**src/sv/rau_pkg.sv**
```systemverilog
`timescale 1ns / 1ps

package rau_pkg;

  // internal arithmetic width; operands wrap to this many bits
  localparam int DATA_WIDTH = 32;
  localparam int FIELD_W    = 32;
  localparam int ALU_W      = DATA_WIDTH + 1;

  typedef logic [DATA_WIDTH-1:0] word_t;
  typedef logic [ALU_W-1:0]      alu_word_t;
  typedef logic [FIELD_W-1:0]    field_t;

  typedef enum logic [1:0] {
    KIND_ADD,
    KIND_SUB,
    KIND_MUL,
    KIND_DIV
  } rau_kind_t;

  typedef struct packed {
    logic start;
    logic take;
  } rau_ctl_t;

  typedef struct packed {
    logic idle;
    logic done;
  } rau_sts_t;

  // sign-extend a 32-bit field, then wrap to the internal width
  function automatic word_t from_field(input field_t f);
    logic [FIELD_W+63:0] ext;
    ext = {{64{f[FIELD_W-1]}}, f};
    return ext[DATA_WIDTH-1:0];
  endfunction

  // sign-extend from the internal width, then keep 32 bits
  function automatic field_t to_field(input word_t v);
    logic [DATA_WIDTH+FIELD_W-1:0] ext;
    ext = {{FIELD_W{v[DATA_WIDTH-1]}}, v};
    return ext[FIELD_W-1:0];
  endfunction

endpackage

```
**src/sv/rau_alu.sv**
```systemverilog
`timescale 1ns / 1ps

module rau_alu (
  input  rau_pkg::alu_word_t op_a,
  input  rau_pkg::alu_word_t op_b,
  input  logic               op_sub,
  output rau_pkg::alu_word_t sum,
  output logic               ge
);

  logic [rau_pkg::ALU_W:0] full;
  rau_pkg::alu_word_t      b_x;

  assign b_x  = op_sub ? ~op_b : op_b;
  assign full = {1'b0, op_a} + {1'b0, b_x} + {{rau_pkg::ALU_W{1'b0}}, op_sub};
  assign sum  = full[rau_pkg::ALU_W-1:0];
  // carry out of a subtract: op_a >= op_b, unsigned
  assign ge   = full[rau_pkg::ALU_W];

endmodule

```
**src/sv/rau_core.sv**
```systemverilog
`timescale 1ns / 1ps

module rau_core (
  input  logic               clk,
  input  logic               rst_n,
  input  rau_pkg::rau_ctl_t  ctl,
  input  logic [1:0]         in_kind,
  input  rau_pkg::field_t    in_left_num,
  input  rau_pkg::field_t    in_left_den,
  input  rau_pkg::field_t    in_right_num,
  input  rau_pkg::field_t    in_right_den,
  output rau_pkg::rau_sts_t  sts,
  output rau_pkg::field_t    res_num,
  output rau_pkg::field_t    res_den
);

  localparam int W = rau_pkg::DATA_WIDTH;

  typedef enum logic [3:0] {
    ST_IDLE,
    ST_MUL,
    ST_ADDSUB,
    ST_CHECK,
    ST_ABS_NUM,
    ST_ABS_DEN,
    ST_GCD_STEP,
    ST_ALIGN,
    ST_REDUCE,
    ST_DIV_END,
    ST_SIGN_NUM,
    ST_SIGN_DEN,
    ST_DONE
  } state_t;

  typedef enum logic [1:0] {
    MS_NUM,
    MS_DEN,
    MS_CROSS
  } mul_sel_t;

  typedef enum logic [1:0] {
    DS_GCD,
    DS_QNUM,
    DS_QDEN
  } div_sel_t;

  state_t              state_r, state_nxt;
  rau_pkg::rau_kind_t  kind_r, kind_nxt;
  rau_pkg::word_t      ld_r, ld_nxt;
  rau_pkg::word_t      rn_r, rn_nxt;
  rau_pkg::word_t      rd_r, rd_nxt;
  rau_pkg::word_t      num_r, num_nxt;
  rau_pkg::word_t      den_r, den_nxt;
  rau_pkg::word_t      acc_r, acc_nxt;
  rau_pkg::word_t      mc_r, mc_nxt;
  rau_pkg::word_t      mp_r, mp_nxt;
  mul_sel_t            mul_sel_r, mul_sel_nxt;
  rau_pkg::word_t      mag_num_r, mag_num_nxt;
  rau_pkg::word_t      mag_den_r, mag_den_nxt;
  rau_pkg::word_t      ga_r, ga_nxt;
  rau_pkg::word_t      gb_r, gb_nxt;
  rau_pkg::word_t      rem_r, rem_nxt;
  rau_pkg::alu_word_t  dv_r, dv_nxt;
  rau_pkg::word_t      div_r, div_nxt;
  rau_pkg::word_t      q_r, q_nxt;
  div_sel_t            div_sel_r, div_sel_nxt;
  logic                par_r, par_nxt;
  rau_pkg::word_t      res_num_r, res_num_nxt;
  rau_pkg::word_t      res_den_r, res_den_nxt;

  rau_pkg::alu_word_t  alu_a, alu_b, alu_sum;
  logic                alu_sub, alu_ge;

  rau_pkg::word_t      ln_in, ld_in, rn_in, rd_in;
  rau_pkg::rau_kind_t  kind_in;
  logic                num_neg, den_neg, g_neg;

  rau_alu u_alu (
    .op_a   (alu_a),
    .op_b   (alu_b),
    .op_sub (alu_sub),
    .sum    (alu_sum),
    .ge     (alu_ge)
  );

  assign kind_in = rau_pkg::rau_kind_t'(in_kind);
  assign ln_in   = rau_pkg::from_field(in_left_num);
  assign rn_in   = rau_pkg::from_field(in_right_num);
  // zero denominators count as one
  assign ld_in   = (rau_pkg::from_field(in_left_den) == '0) ?
                   rau_pkg::word_t'(1) : rau_pkg::from_field(in_left_den);
  assign rd_in   = (rau_pkg::from_field(in_right_den) == '0) ?
                   rau_pkg::word_t'(1) : rau_pkg::from_field(in_right_den);

  assign num_neg = num_r[W-1];
  assign den_neg = den_r[W-1];
  // truncating remainders keep the dividend sign, so the gcd sign follows
  // whichever of num/den started its chain
  assign g_neg   = par_r ? den_neg : num_neg;

  always_comb begin
    state_nxt   = state_r;
    kind_nxt    = kind_r;
    ld_nxt      = ld_r;
    rn_nxt      = rn_r;
    rd_nxt      = rd_r;
    num_nxt     = num_r;
    den_nxt     = den_r;
    acc_nxt     = acc_r;
    mc_nxt      = mc_r;
    mp_nxt      = mp_r;
    mul_sel_nxt = mul_sel_r;
    mag_num_nxt = mag_num_r;
    mag_den_nxt = mag_den_r;
    ga_nxt      = ga_r;
    gb_nxt      = gb_r;
    rem_nxt     = rem_r;
    dv_nxt      = dv_r;
    div_nxt     = div_r;
    q_nxt       = q_r;
    div_sel_nxt = div_sel_r;
    par_nxt     = par_r;
    res_num_nxt = res_num_r;
    res_den_nxt = res_den_r;
    alu_a       = '0;
    alu_b       = '0;
    alu_sub     = 1'b0;

    case (state_r)
      ST_IDLE: begin
        if (ctl.start) begin
          kind_nxt    = kind_in;
          ld_nxt      = ld_in;
          rn_nxt      = rn_in;
          rd_nxt      = rd_in;
          acc_nxt     = '0;
          mc_nxt      = ln_in;
          mp_nxt      = (kind_in == rau_pkg::KIND_MUL) ? rn_in : rd_in;
          mul_sel_nxt = MS_NUM;
          state_nxt   = ST_MUL;
        end
      end

      ST_MUL: begin
        alu_a = {1'b0, acc_r};
        alu_b = {1'b0, mc_r};
        if (mp_r == '0) begin
          case (mul_sel_r)
            MS_NUM: begin
              num_nxt     = acc_r;
              acc_nxt     = '0;
              mc_nxt      = ld_r;
              mp_nxt      = (kind_r == rau_pkg::KIND_DIV) ? rn_r : rd_r;
              mul_sel_nxt = MS_DEN;
            end
            MS_DEN: begin
              den_nxt = acc_r;
              if (kind_r inside {rau_pkg::KIND_ADD, rau_pkg::KIND_SUB}) begin
                acc_nxt     = '0;
                mc_nxt      = rn_r;
                mp_nxt      = ld_r;
                mul_sel_nxt = MS_CROSS;
              end else begin
                state_nxt = ST_CHECK;
              end
            end
            default: begin
              state_nxt = ST_ADDSUB;
            end
          endcase
        end else begin
          // shift-add, stops once the multiplier runs out of ones
          if (mp_r[0]) begin
            acc_nxt = alu_sum[W-1:0];
          end
          mc_nxt = {mc_r[W-2:0], 1'b0};
          mp_nxt = {1'b0, mp_r[W-1:1]};
        end
      end

      ST_ADDSUB: begin
        alu_a     = {1'b0, num_r};
        alu_b     = {1'b0, acc_r};
        alu_sub   = (kind_r == rau_pkg::KIND_SUB);
        num_nxt   = alu_sum[W-1:0];
        state_nxt = ST_CHECK;
      end

      ST_CHECK: begin
        if (num_r == '0 || den_r == '0) begin
          res_num_nxt = num_r;
          res_den_nxt = den_r;
          state_nxt   = ST_DONE;
        end else begin
          state_nxt = ST_ABS_NUM;
        end
      end

      ST_ABS_NUM: begin
        alu_b       = {1'b0, num_r};
        alu_sub     = 1'b1;
        mag_num_nxt = num_neg ? alu_sum[W-1:0] : num_r;
        ga_nxt      = mag_num_nxt;
        state_nxt   = ST_ABS_DEN;
      end

      ST_ABS_DEN: begin
        alu_b       = {1'b0, den_r};
        alu_sub     = 1'b1;
        mag_den_nxt = den_neg ? alu_sum[W-1:0] : den_r;
        gb_nxt      = mag_den_nxt;
        par_nxt     = 1'b0;
        state_nxt   = ST_GCD_STEP;
      end

      ST_GCD_STEP: begin
        q_nxt     = '0;
        state_nxt = ST_ALIGN;
        if (gb_r == '0) begin
          rem_nxt     = mag_num_r;
          div_nxt     = ga_r;
          dv_nxt      = {1'b0, ga_r};
          div_sel_nxt = DS_QNUM;
        end else begin
          rem_nxt     = ga_r;
          div_nxt     = gb_r;
          dv_nxt      = {1'b0, gb_r};
          div_sel_nxt = DS_GCD;
        end
      end

      ST_ALIGN: begin
        // double the divisor while it still fits under the remainder
        alu_a   = {1'b0, rem_r};
        alu_b   = {dv_r[W-1:0], 1'b0};
        alu_sub = 1'b1;
        if (alu_ge) begin
          dv_nxt = {dv_r[W-1:0], 1'b0};
        end else begin
          state_nxt = ST_REDUCE;
        end
      end

      ST_REDUCE: begin
        alu_a   = {1'b0, rem_r};
        alu_b   = dv_r;
        alu_sub = 1'b1;
        if (alu_ge) begin
          rem_nxt = alu_sum[W-1:0];
        end
        q_nxt = {q_r[W-2:0], alu_ge};
        if (dv_r == {1'b0, div_r}) begin
          state_nxt = ST_DIV_END;
        end else begin
          dv_nxt = {1'b0, dv_r[W:1]};
        end
      end

      ST_DIV_END: begin
        case (div_sel_r)
          DS_GCD: begin
            ga_nxt    = gb_r;
            gb_nxt    = rem_r;
            par_nxt   = ~par_r;
            state_nxt = ST_GCD_STEP;
          end
          DS_QNUM: begin
            res_num_nxt = q_r;
            rem_nxt     = mag_den_r;
            dv_nxt      = {1'b0, ga_r};
            q_nxt       = '0;
            div_sel_nxt = DS_QDEN;
            state_nxt   = ST_ALIGN;
          end
          default: begin
            res_den_nxt = q_r;
            state_nxt   = ST_SIGN_NUM;
          end
        endcase
      end

      ST_SIGN_NUM: begin
        alu_b   = {1'b0, res_num_r};
        alu_sub = 1'b1;
        if (num_neg ^ g_neg) begin
          res_num_nxt = alu_sum[W-1:0];
        end
        state_nxt = ST_SIGN_DEN;
      end

      ST_SIGN_DEN: begin
        alu_b   = {1'b0, res_den_r};
        alu_sub = 1'b1;
        if (den_neg ^ g_neg) begin
          res_den_nxt = alu_sum[W-1:0];
        end
        state_nxt = ST_DONE;
      end

      ST_DONE: begin
        if (ctl.take) begin
          state_nxt = ST_IDLE;
        end
      end

      default: begin
        state_nxt = ST_IDLE;
      end
    endcase
  end

  always_ff @(posedge clk) begin
    if (!rst_n) begin
      state_r <= ST_IDLE;
    end else begin
      state_r <= state_nxt;
    end
    kind_r    <= kind_nxt;
    ld_r      <= ld_nxt;
    rn_r      <= rn_nxt;
    rd_r      <= rd_nxt;
    num_r     <= num_nxt;
    den_r     <= den_nxt;
    acc_r     <= acc_nxt;
    mc_r      <= mc_nxt;
    mp_r      <= mp_nxt;
    mul_sel_r <= mul_sel_nxt;
    mag_num_r <= mag_num_nxt;
    mag_den_r <= mag_den_nxt;
    ga_r      <= ga_nxt;
    gb_r      <= gb_nxt;
    rem_r     <= rem_nxt;
    dv_r      <= dv_nxt;
    div_r     <= div_nxt;
    q_r       <= q_nxt;
    div_sel_r <= div_sel_nxt;
    par_r     <= par_nxt;
    res_num_r <= res_num_nxt;
    res_den_r <= res_den_nxt;
  end

  assign sts.idle = (state_r == ST_IDLE);
  assign sts.done = (state_r == ST_DONE);
  assign res_num  = rau_pkg::to_field(res_num_r);
  assign res_den  = rau_pkg::to_field(res_den_r);

endmodule

```
**src/sv/rational_arith_unit.sv**
```systemverilog
`timescale 1ns / 1ps

// rational_arith_unit: add, subtract, multiply or divide two signed fractions
// and reduce the result by a truncating-remainder Euclidean gcd.
// input channel: in_valid/in_ready carry one beat of in_kind and the two
// operands (num/den pairs); a zero operand denominator is read as one.
// output channel: out_valid/out_ready carry one beat of out_res_num and
// out_res_den per input beat, in order. a zero raw numerator or denominator
// passes unreduced, so division by zero gives out_res_den == 0.
// one item at a time: in_ready is high only while the core is idle. all
// arithmetic goes through one add/subtract/compare unit under a sequencer:
// each product is shift-add, one multiplier bit per cycle (two products,
// three for add and subtract); each remainder step aligns the divisor and
// then reduces one quotient bit at a time; the two final exact divisions
// work the same way. the time an item takes is data dependent; the result
// then goes into the output register, and sits there; the core can take
// the next beat while that register waits on out_ready, but it holds its
// own finished result until the register frees up.
// reset (rst_n low, synchronous) drops any item in flight and clears
// out_valid.

module rational_arith_unit (
  input  logic        clk,
  input  logic        rst_n,
  input  logic        in_valid,
  output logic        in_ready,
  input  logic [1:0]  in_kind,
  input  logic [31:0] in_left_num,
  input  logic [31:0] in_left_den,
  input  logic [31:0] in_right_num,
  input  logic [31:0] in_right_den,
  output logic        out_valid,
  input  logic        out_ready,
  output logic [31:0] out_res_num,
  output logic [31:0] out_res_den
);

  rau_pkg::rau_ctl_t ctl;
  rau_pkg::rau_sts_t sts;
  rau_pkg::field_t   core_num, core_den;

  logic              out_valid_r;
  rau_pkg::field_t   out_num_r, out_den_r;

  rau_core u_core (
    .clk          (clk),
    .rst_n        (rst_n),
    .ctl          (ctl),
    .in_kind      (in_kind),
    .in_left_num  (in_left_num),
    .in_left_den  (in_left_den),
    .in_right_num (in_right_num),
    .in_right_den (in_right_den),
    .sts          (sts),
    .res_num      (core_num),
    .res_den      (core_den)
  );

  assign in_ready  = sts.idle;
  assign ctl.start = in_valid && sts.idle;
  // move the finished result once the output slot is empty or draining
  assign ctl.take  = sts.done && (!out_valid_r || out_ready);

  always_ff @(posedge clk) begin
    if (!rst_n) begin
      out_valid_r <= 1'b0;
    end else if (ctl.take) begin
      out_valid_r <= 1'b1;
    end else if (out_ready) begin
      out_valid_r <= 1'b0;
    end
    if (ctl.take) begin
      out_num_r <= core_num;
      out_den_r <= core_den;
    end
  end

  assign out_valid   = out_valid_r;
  assign out_res_num = out_num_r;
  assign out_res_den = out_den_r;

endmodule

```
**config.mk**
```make
export PLATFORM = sky130hd
export DESIGN_NAME = rational_arith_unit
export DESIGN_NICKNAME = d
export VERILOG_FILES = /design/src/sv/rau_pkg.sv /design/src/sv/rau_alu.sv /design/src/sv/rau_core.sv /design/src/sv/rational_arith_unit.sv
export SDC_FILE = /design/constraint.sdc
export NUM_CORES = 1
export LEC_CHECK = 0
export BUFFER_PORTS_ARGS = -buffer_cell sky130_fd_sc_hd__buf_2
export CAP_MARGIN = 20
export CORE_ASPECT_RATIO = 0.8
export CORE_UTILIZATION = 25
export CTS_BUF_LIST = sky130_fd_sc_hd__clkbuf_4 sky130_fd_sc_hd__clkbuf_8
export CTS_CLUSTER_SIZE = 28
export DETAILED_ROUTE_END_ITERATION = 8
export HOLD_SLACK_MARGIN = 0.12
export RECOVER_POWER = 25
export SLEW_MARGIN = 25
export SYNTH_ARGS = -nofsm -noshare
export SYNTH_HDL_FRONTEND = slang
export SYNTH_SLANG_ARGS = --single-unit
```
**constraint.sdc**
```tcl
create_clock -name clk -period 16.13 [get_ports clk]
set_input_delay 1.613 -clock clk [delete_from_list [all_inputs] [get_ports clk]]
set_output_delay 1.613 -clock clk [all_outputs]
set_load 0.01 [all_outputs]
```
==> run metrics, run 1 <==
Synth Cell Area 32,600 sq um; fraction of layout cells with a size suffix above 1 14.6%; clock root cell clkbuf_8; global-route wire length before repair 169,000 um; YS warnings 0; Mapped Cells 2,875; detailed-route wire length 118,000 um; CTS buffer count 105; die width 406 um; CTS tree yes; asr flop ratio synth 0%; ys flop type edfxtp_1; mean post-synth cell area 11.3 sq um; RR Endpoint u_core.dv_r[12]; setup violators final 0; Max clock buf depth 3; Iteration-0 DRC Markers 3,860; r2r worst-path depth 18; row count 118; Die ar. 132,000 sq um; worst reg2reg path startpoint u_core.state_r[1]; antenna violations before repair 8; Worst-path clk slew 0.07 ns; status finished with violations; postcts setup bufs 0; CP Launch Type register; kind of critical path reg -> reg; Max IR drop VDD 81.8 uV; utilization after layout 28.9%; vias per cell 5.28; post-synthesis cell type count 74; failing checks capacitance limit, slew limit; Hold EP out_res_den[4]; Final Cycle Share 52.9%; r2r setup slk 7.59 ns; critical path arrival 8.99 ns; Post-CTS Resized 0; Leakage 0.0128 uW; Crit path required time 16.58 ns; Synth area leader edfxtp_1; crit end category register; Post-Route Setup TNS 0 ns; clk sink count 653; Seq/Total Area, Yosys 60.0%; post-synth top area share 59.7%; GRT Util Overall 17.4%; # Max-Cap Violations 6; number of global-route vias before repair 24,100; worst hold path type reg -> reg; I/O pins 200; fin. max-slew vios 193; synth top area cells edfxtp_1 60%, nand2_1 5.8%, o21ai_0 3.5%; HPWL Detailed 77,900 um; Die Span Y 325 um; worst clock skew 0.0565 ns; GP Congestion 0.944; core area 129,000 sq um; Period minus WS final 8.54 ns; Mapped Nets 3,041; worst slew pin tran 2.57 ns; # DRC 0; P per Cell Area 167 nW/um^2; Clk Latency, worst-skew pair 0.81 ns; Buffers on Ports 199; pin count of the biggest net entering global routing 102; ANT nets after route 0; min-delay src u_core.res_den[4]; worst-path maximum fanout 33; Rel. slew slack -71.4%; Hold Violations, Final 0; FILL cells 13,500; FMAX 117 MHz; H-Tree Depth 3; post-DR wirelength/cell 24.5 um; Synth Register Bits 653; post-cts hold buffer count 0; hold path depth 0; unrepaired setup endpoints after global routing no; Initial DRT Pass Iterations 7; starting density of the core 25.2%; EDFF count, synth 648; Area Growth Syn to Fin 14.5%; via count 25,400; global route overflow 0; final net count 3,141
synth_stat cells, types with 31 or more instances:
| cell type | n |
|---|---|
| nand4_1 | 53 |
| ha_1 | 31 |
| nand3_1 | 51 |
| xnor2_1 | 67 |
| xor2_1 | 39 |
| nor4_1 | 57 |
| o2111ai_1 | 31 |
| a211oi_1 | 36 |
| mux2_2 | 82 |
| a222oi_1 | 33 |
| inv_1 | 77 |
| mux2i_1 | 76 |
| a22oi_1 | 98 |
| nor2_1 | 108 |
| o21ai_0 | 227 |
| clkbuf_1 | 220 |
| nand2_1 | 502 |
| a21oi_1 | 79 |
| edfxtp_1 | 648 |
| a31oi_1 | 47 |
| and2_1 | 36 |
per-layer routing:
| layer | share of wire [%] | global-route usage, % |
|---|---|---|
| met1 | 42 | 24.1 |
| met2 | 44 | 26.2 |
| met3 | 11 | 4.20 |
| met4 | 3.6 | 6.51 |
| met5 | 0.046 | 0 |
logic make-up (layout without fill, tap and decap cells):
| kind of cell | count (synthesis) | in the layout | share of synthesized area [%] |
|---|---|---|---|
| flops | 653 | 653 | 60.0 |
| xor+xnor | 107 | 107 | 2.90 |
| fa+ha+maj | 32 | 32 | 1.25 |
| simple gates | 900 | 900 | 12.4 |
| mux | 158 | 158 | 5.17 |
| buf+inv | 332 | 515 | 3.88 |
| compound gates | 693 | 693 | 14.4 |
| other cells | 0 | 5 | 0 |
cell usage in the layout (no fill, tap or decap), types with 56 or more instances in the layout:
cell      netlist  final
clkbuf_8        0    107
a22oi_1        98     98
inv_1          77     76
mux2i_1        76     76
nand2_1       502    495
mux2_2         82     82
o21ai_0       227    224
xnor2_1        67     67
clkbuf_1      220     96
edfxtp_1      648    648
nor4_1         57     56
nor2_1        108     96
buf_2           9    111
a21oi_1        79     79
final cells by class:
| type | count | area, sq um | share of cell area, % |
|---|---|---|---|
| Timing Repair Buffer | 247 | 1240 | 3.32 |
| Antenna cell | 5 | 12.5 | 0.0335 |
| Sequential cell | 653 | 19600 | 52.4 |
| Clock buffer | 128 | 1630 | 4.37 |
| Inverter | 78 | 295 | 0.791 |
| Tap cell | 1740 | 2180 | 5.83 |
| Clock inverter | 62 | 423 | 1.13 |
| Multi-Input combinational cell | 1890 | 12000 | 32.1 |
critical path, stage by stage (launching register included):
cell and delay (ns):
dfxtp_1 0.32, clkbuf_1 1.52, nand2_1 0.57, nor2_2 0.20, clkbuf_1 1.52, nand2_1 0.24
nand4_1 0.24, xnor2_1 0.08, ha_1 0.46, nand4_1 0.25, nor2_1 0.23, nand4_1 0.13
a221oi_2 0.27, o21ai_2 0.20, o31ai_1 0.40, and2_1 0.23, nor2_1 0.08, a221oi_4 0.70
buf_4 0.49
state kept, by name, summed over array words and instances, names as in the netlist, 4 cells and up:
register / flops
u_core.dv_r: 33
out_res_den: 32
out_res_num: 32
u_core.acc_r: 32
u_core.den_r: 32
u_core.div_r: 32
u_core.ga_r: 32
u_core.gb_r: 32
u_core.ld_r: 32
u_core.mag_den_r: 32
u_core.mag_num_r: 32
u_core.mc_r: 32
u_core.mp_r: 32
u_core.num_r: 32
u_core.q_r: 32
u_core.rd_r: 32
u_core.rem_r: 32
u_core.res_den: 32
u_core.res_num: 32
u_core.rn_r: 32
u_core.state_r: 4
power by group:
part           switching [uW]  total, uW  internal [uW]
logic                    1470       2200            733
clock network             724       1460            736
registers                 243       2570           2330
total                    2440       6230           3800
worst max path at each step:
stage,start,end,slack (ns),cells after the start
after CTS,u_core.state_r[2],u_core.dv_r[12],9.73,19
after floorplan,in_valid,u_core.acc_r[0],2.60,3
final,u_core.state_r[1],u_core.dv_r[12],7.59,18
after detailed placement,u_core.state_r[2],u_core.dv_r[16],9.74,19
after global routing,u_core.state_r[1],u_core.dv_r[28],7.26,18
after global placement,u_core.state_r[2],u_core.dv_r[12],9.93,19
stage by stage:
| step | setup slack (ns) | instance area (sq um) | power [uW] | hold slack [ns] | std cells |
|---|---|---|---|---|---|
| floorplan | 2.60 | 32600 | 4020 | 0.426 | 2875 |
| global placement | 9.93 | 35400 | 4720 | 0.463 | 4607 |
| detailed placement | 9.74 | 35400 | 4750 | 0.448 | 4607 |
| CTS | 9.73 | 37500 | 6220 | 0.464 | 4797 |
| global route | 7.26 | 37300 | 6520 | 0.487 | 4803 |
| finish | 7.59 | 37300 | 6230 | 0.466 | 4803 |
(Power assumes the default switching activity.)
==> run 2, diff against run 1 <==
clock period = 7.03 ns   (was 16.13 ns; I/O delays follow)
==> run metrics, run 2 (synthesis gave the netlist of run 1 again) <==
global-route wire length before repair 171,000 um; worst reg2reg path startpoint u_core.state_r[3]; kind of critical path reg -> reg; final net count 3,225; Clk Latency, worst-skew pair 0.78 ns; row count 118; r2r worst-path depth 17; status finished with violations; Buffers on Ports 199; clock root cell clkbuf_8; H-Tree Depth 3; antenna violations before repair 4; worst clock skew 0.0545 ns; CTS buffer count 108; post-layout power 14,600 uW; Final WS setup 1.18 ns; failing checks DRC, capacitance limit, slew limit; Reg area 19,600 sq um; post-DR wirelength/cell 24.3 um; detailed-route wire length 119,000 um; die width 406 um; vias per cell 5.29; HPWL Detailed 78,800 um; post-placement cell count 4,616; fraction of layout cells with a size suffix above 1 12.7%; Max IR drop VDD 215 uV; worst-path maximum fanout 24; Die Span Y 325 um; register bank with the most flops u_core.dv_r; Final Non-Filler Cells 4,884; starting density of the core 25.2%; post-cts hold buffer count 73; Largest register FFs 33; critical path arrival 6.30 ns; Area Growth Syn to Fin 17.3%; GP Congestion 0.948; worst hold path type in -> reg; Multi-input gate area 12,000 sq um; Worst-path clk slew 0.06 ns; Hold Violations, Final 0; global route overflow 0; GRT Util Overall 17.6%; Post-CTS Resized 0; core area 129,000 sq um; fin. max-slew vios 26; unrepaired setup endpoints after global routing no; I/O pins 200; Post-Route Setup TNS 0 ns; Max clock buf depth 3; WHS 0.208 ns; CP Launch Type register; Initial DRT Pass Iterations 9; Setup crit end u_core.rem_r[27]; crit path launch u_core.state_r[3]; most frequent cells in the layout 648 x edfxtp_1, 495 x nand2_1, 224 x o21ai_0; Leakage 0.0130 uW; via count 25,800; r2r setup slk 1.18 ns; clk sink count 653; crit end category register; Final Cycle Share 83.2%; Period minus WS final 5.85 ns; min-delay src rst_n; Die ar. 132,000 sq um; number of global-route vias before repair 24,700; # DRC 2; postcts setup bufs 0; ANT nets after route 0; FILL cells 13,300; Crit path required time 7.48 ns; RR Endpoint u_core.rem_r[27]; P per Cell Area 381 nW/um^2; Rel. slew slack -4.22%; setup violators final 0; # Max-Cap Violations 1; worst slew pin tran 1.56 ns; CTS tree yes; pin count of the biggest net entering global routing 147; pre-CTS WS 1.25 ns; FMAX 171 MHz; Iteration-0 DRC Markers 3,678; commonest non-fill, non-tap cell in the layout edfxtp_1
[run 2: area by class of cell]
class / instances / share of cell area [%]
Antenna cell: 3 / 0.0196
Clock buffer: 144 / 4.66
Clock inverter: 48 / 1.11
Inverter: 78 / 0.772
Multi-Input combinational cell: 1890 / 31.4
Sequential cell: 653 / 51.1
Tap cell: 1740 / 5.69
Timing Repair Buffer: 328 / 5.26
[run 2: metal layers]
metal | part of all wire, % | global-route usage (%)
met5 | 0.011 | 0
met4 | 3.9 | 6.36
met3 | 10 | 3.48
met2 | 44 | 26.8
met1 | 42 | 24.5
[run 2: how the worst min path moves through the flow]
| stage | endpoint | slack, ns | cells after the start |
|---|---|---|---|
| final | u_core.state_r[1] | 0.21 | 3 |
| after global routing | u_core.ld_r[7] | 0.19 | 1 |
| after CTS | u_core.ld_r[7] | 0.12 | 1 |
| after detailed placement | out_res_den[5] | 0.48 | 0 |
| after global placement | out_res_den[5] | 0.48 | 0 |
| after floorplan | out_res_den[10] | 0.43 | 0 |
[run 2: worst max-delay path, stage by stage (launching register included)]
cell,delay (ns)
dfxtp_1,0.78
nand2b_1,0.55
nor2_4,0.22
buf_4,0.24
a22o_1,0.25
a221oi_1,0.22
nand4_1,0.18
xnor2_1,0.16
ha_1,0.41
a21o_1,0.22
o21bai_1,0.18
a211oi_1,0.33
nand3_1,0.11
a311oi_1,0.27
nand2_1,0.24
a41oi_1,0.32
xor2_1,0.61
o221ai_1,0.24
[run 2: power breakdown]
part	switching, uW	internal [uW]	total [uW]
clock	1650	1900	3550
sequential	545	5340	5880
combinational	3430	1730	5160
[run 2: metrics by stage]
stage | cell area [sq um] | util, %
5_1_grt | 38300 | 29.6
3_5_place_dp | 35500 | 27.5
4_1_cts | 38500 | 29.8
3_3_place_gp | 35500 | 27.5
6_report | 38300 | 29.6
2_1_floorplan | 32600 | -
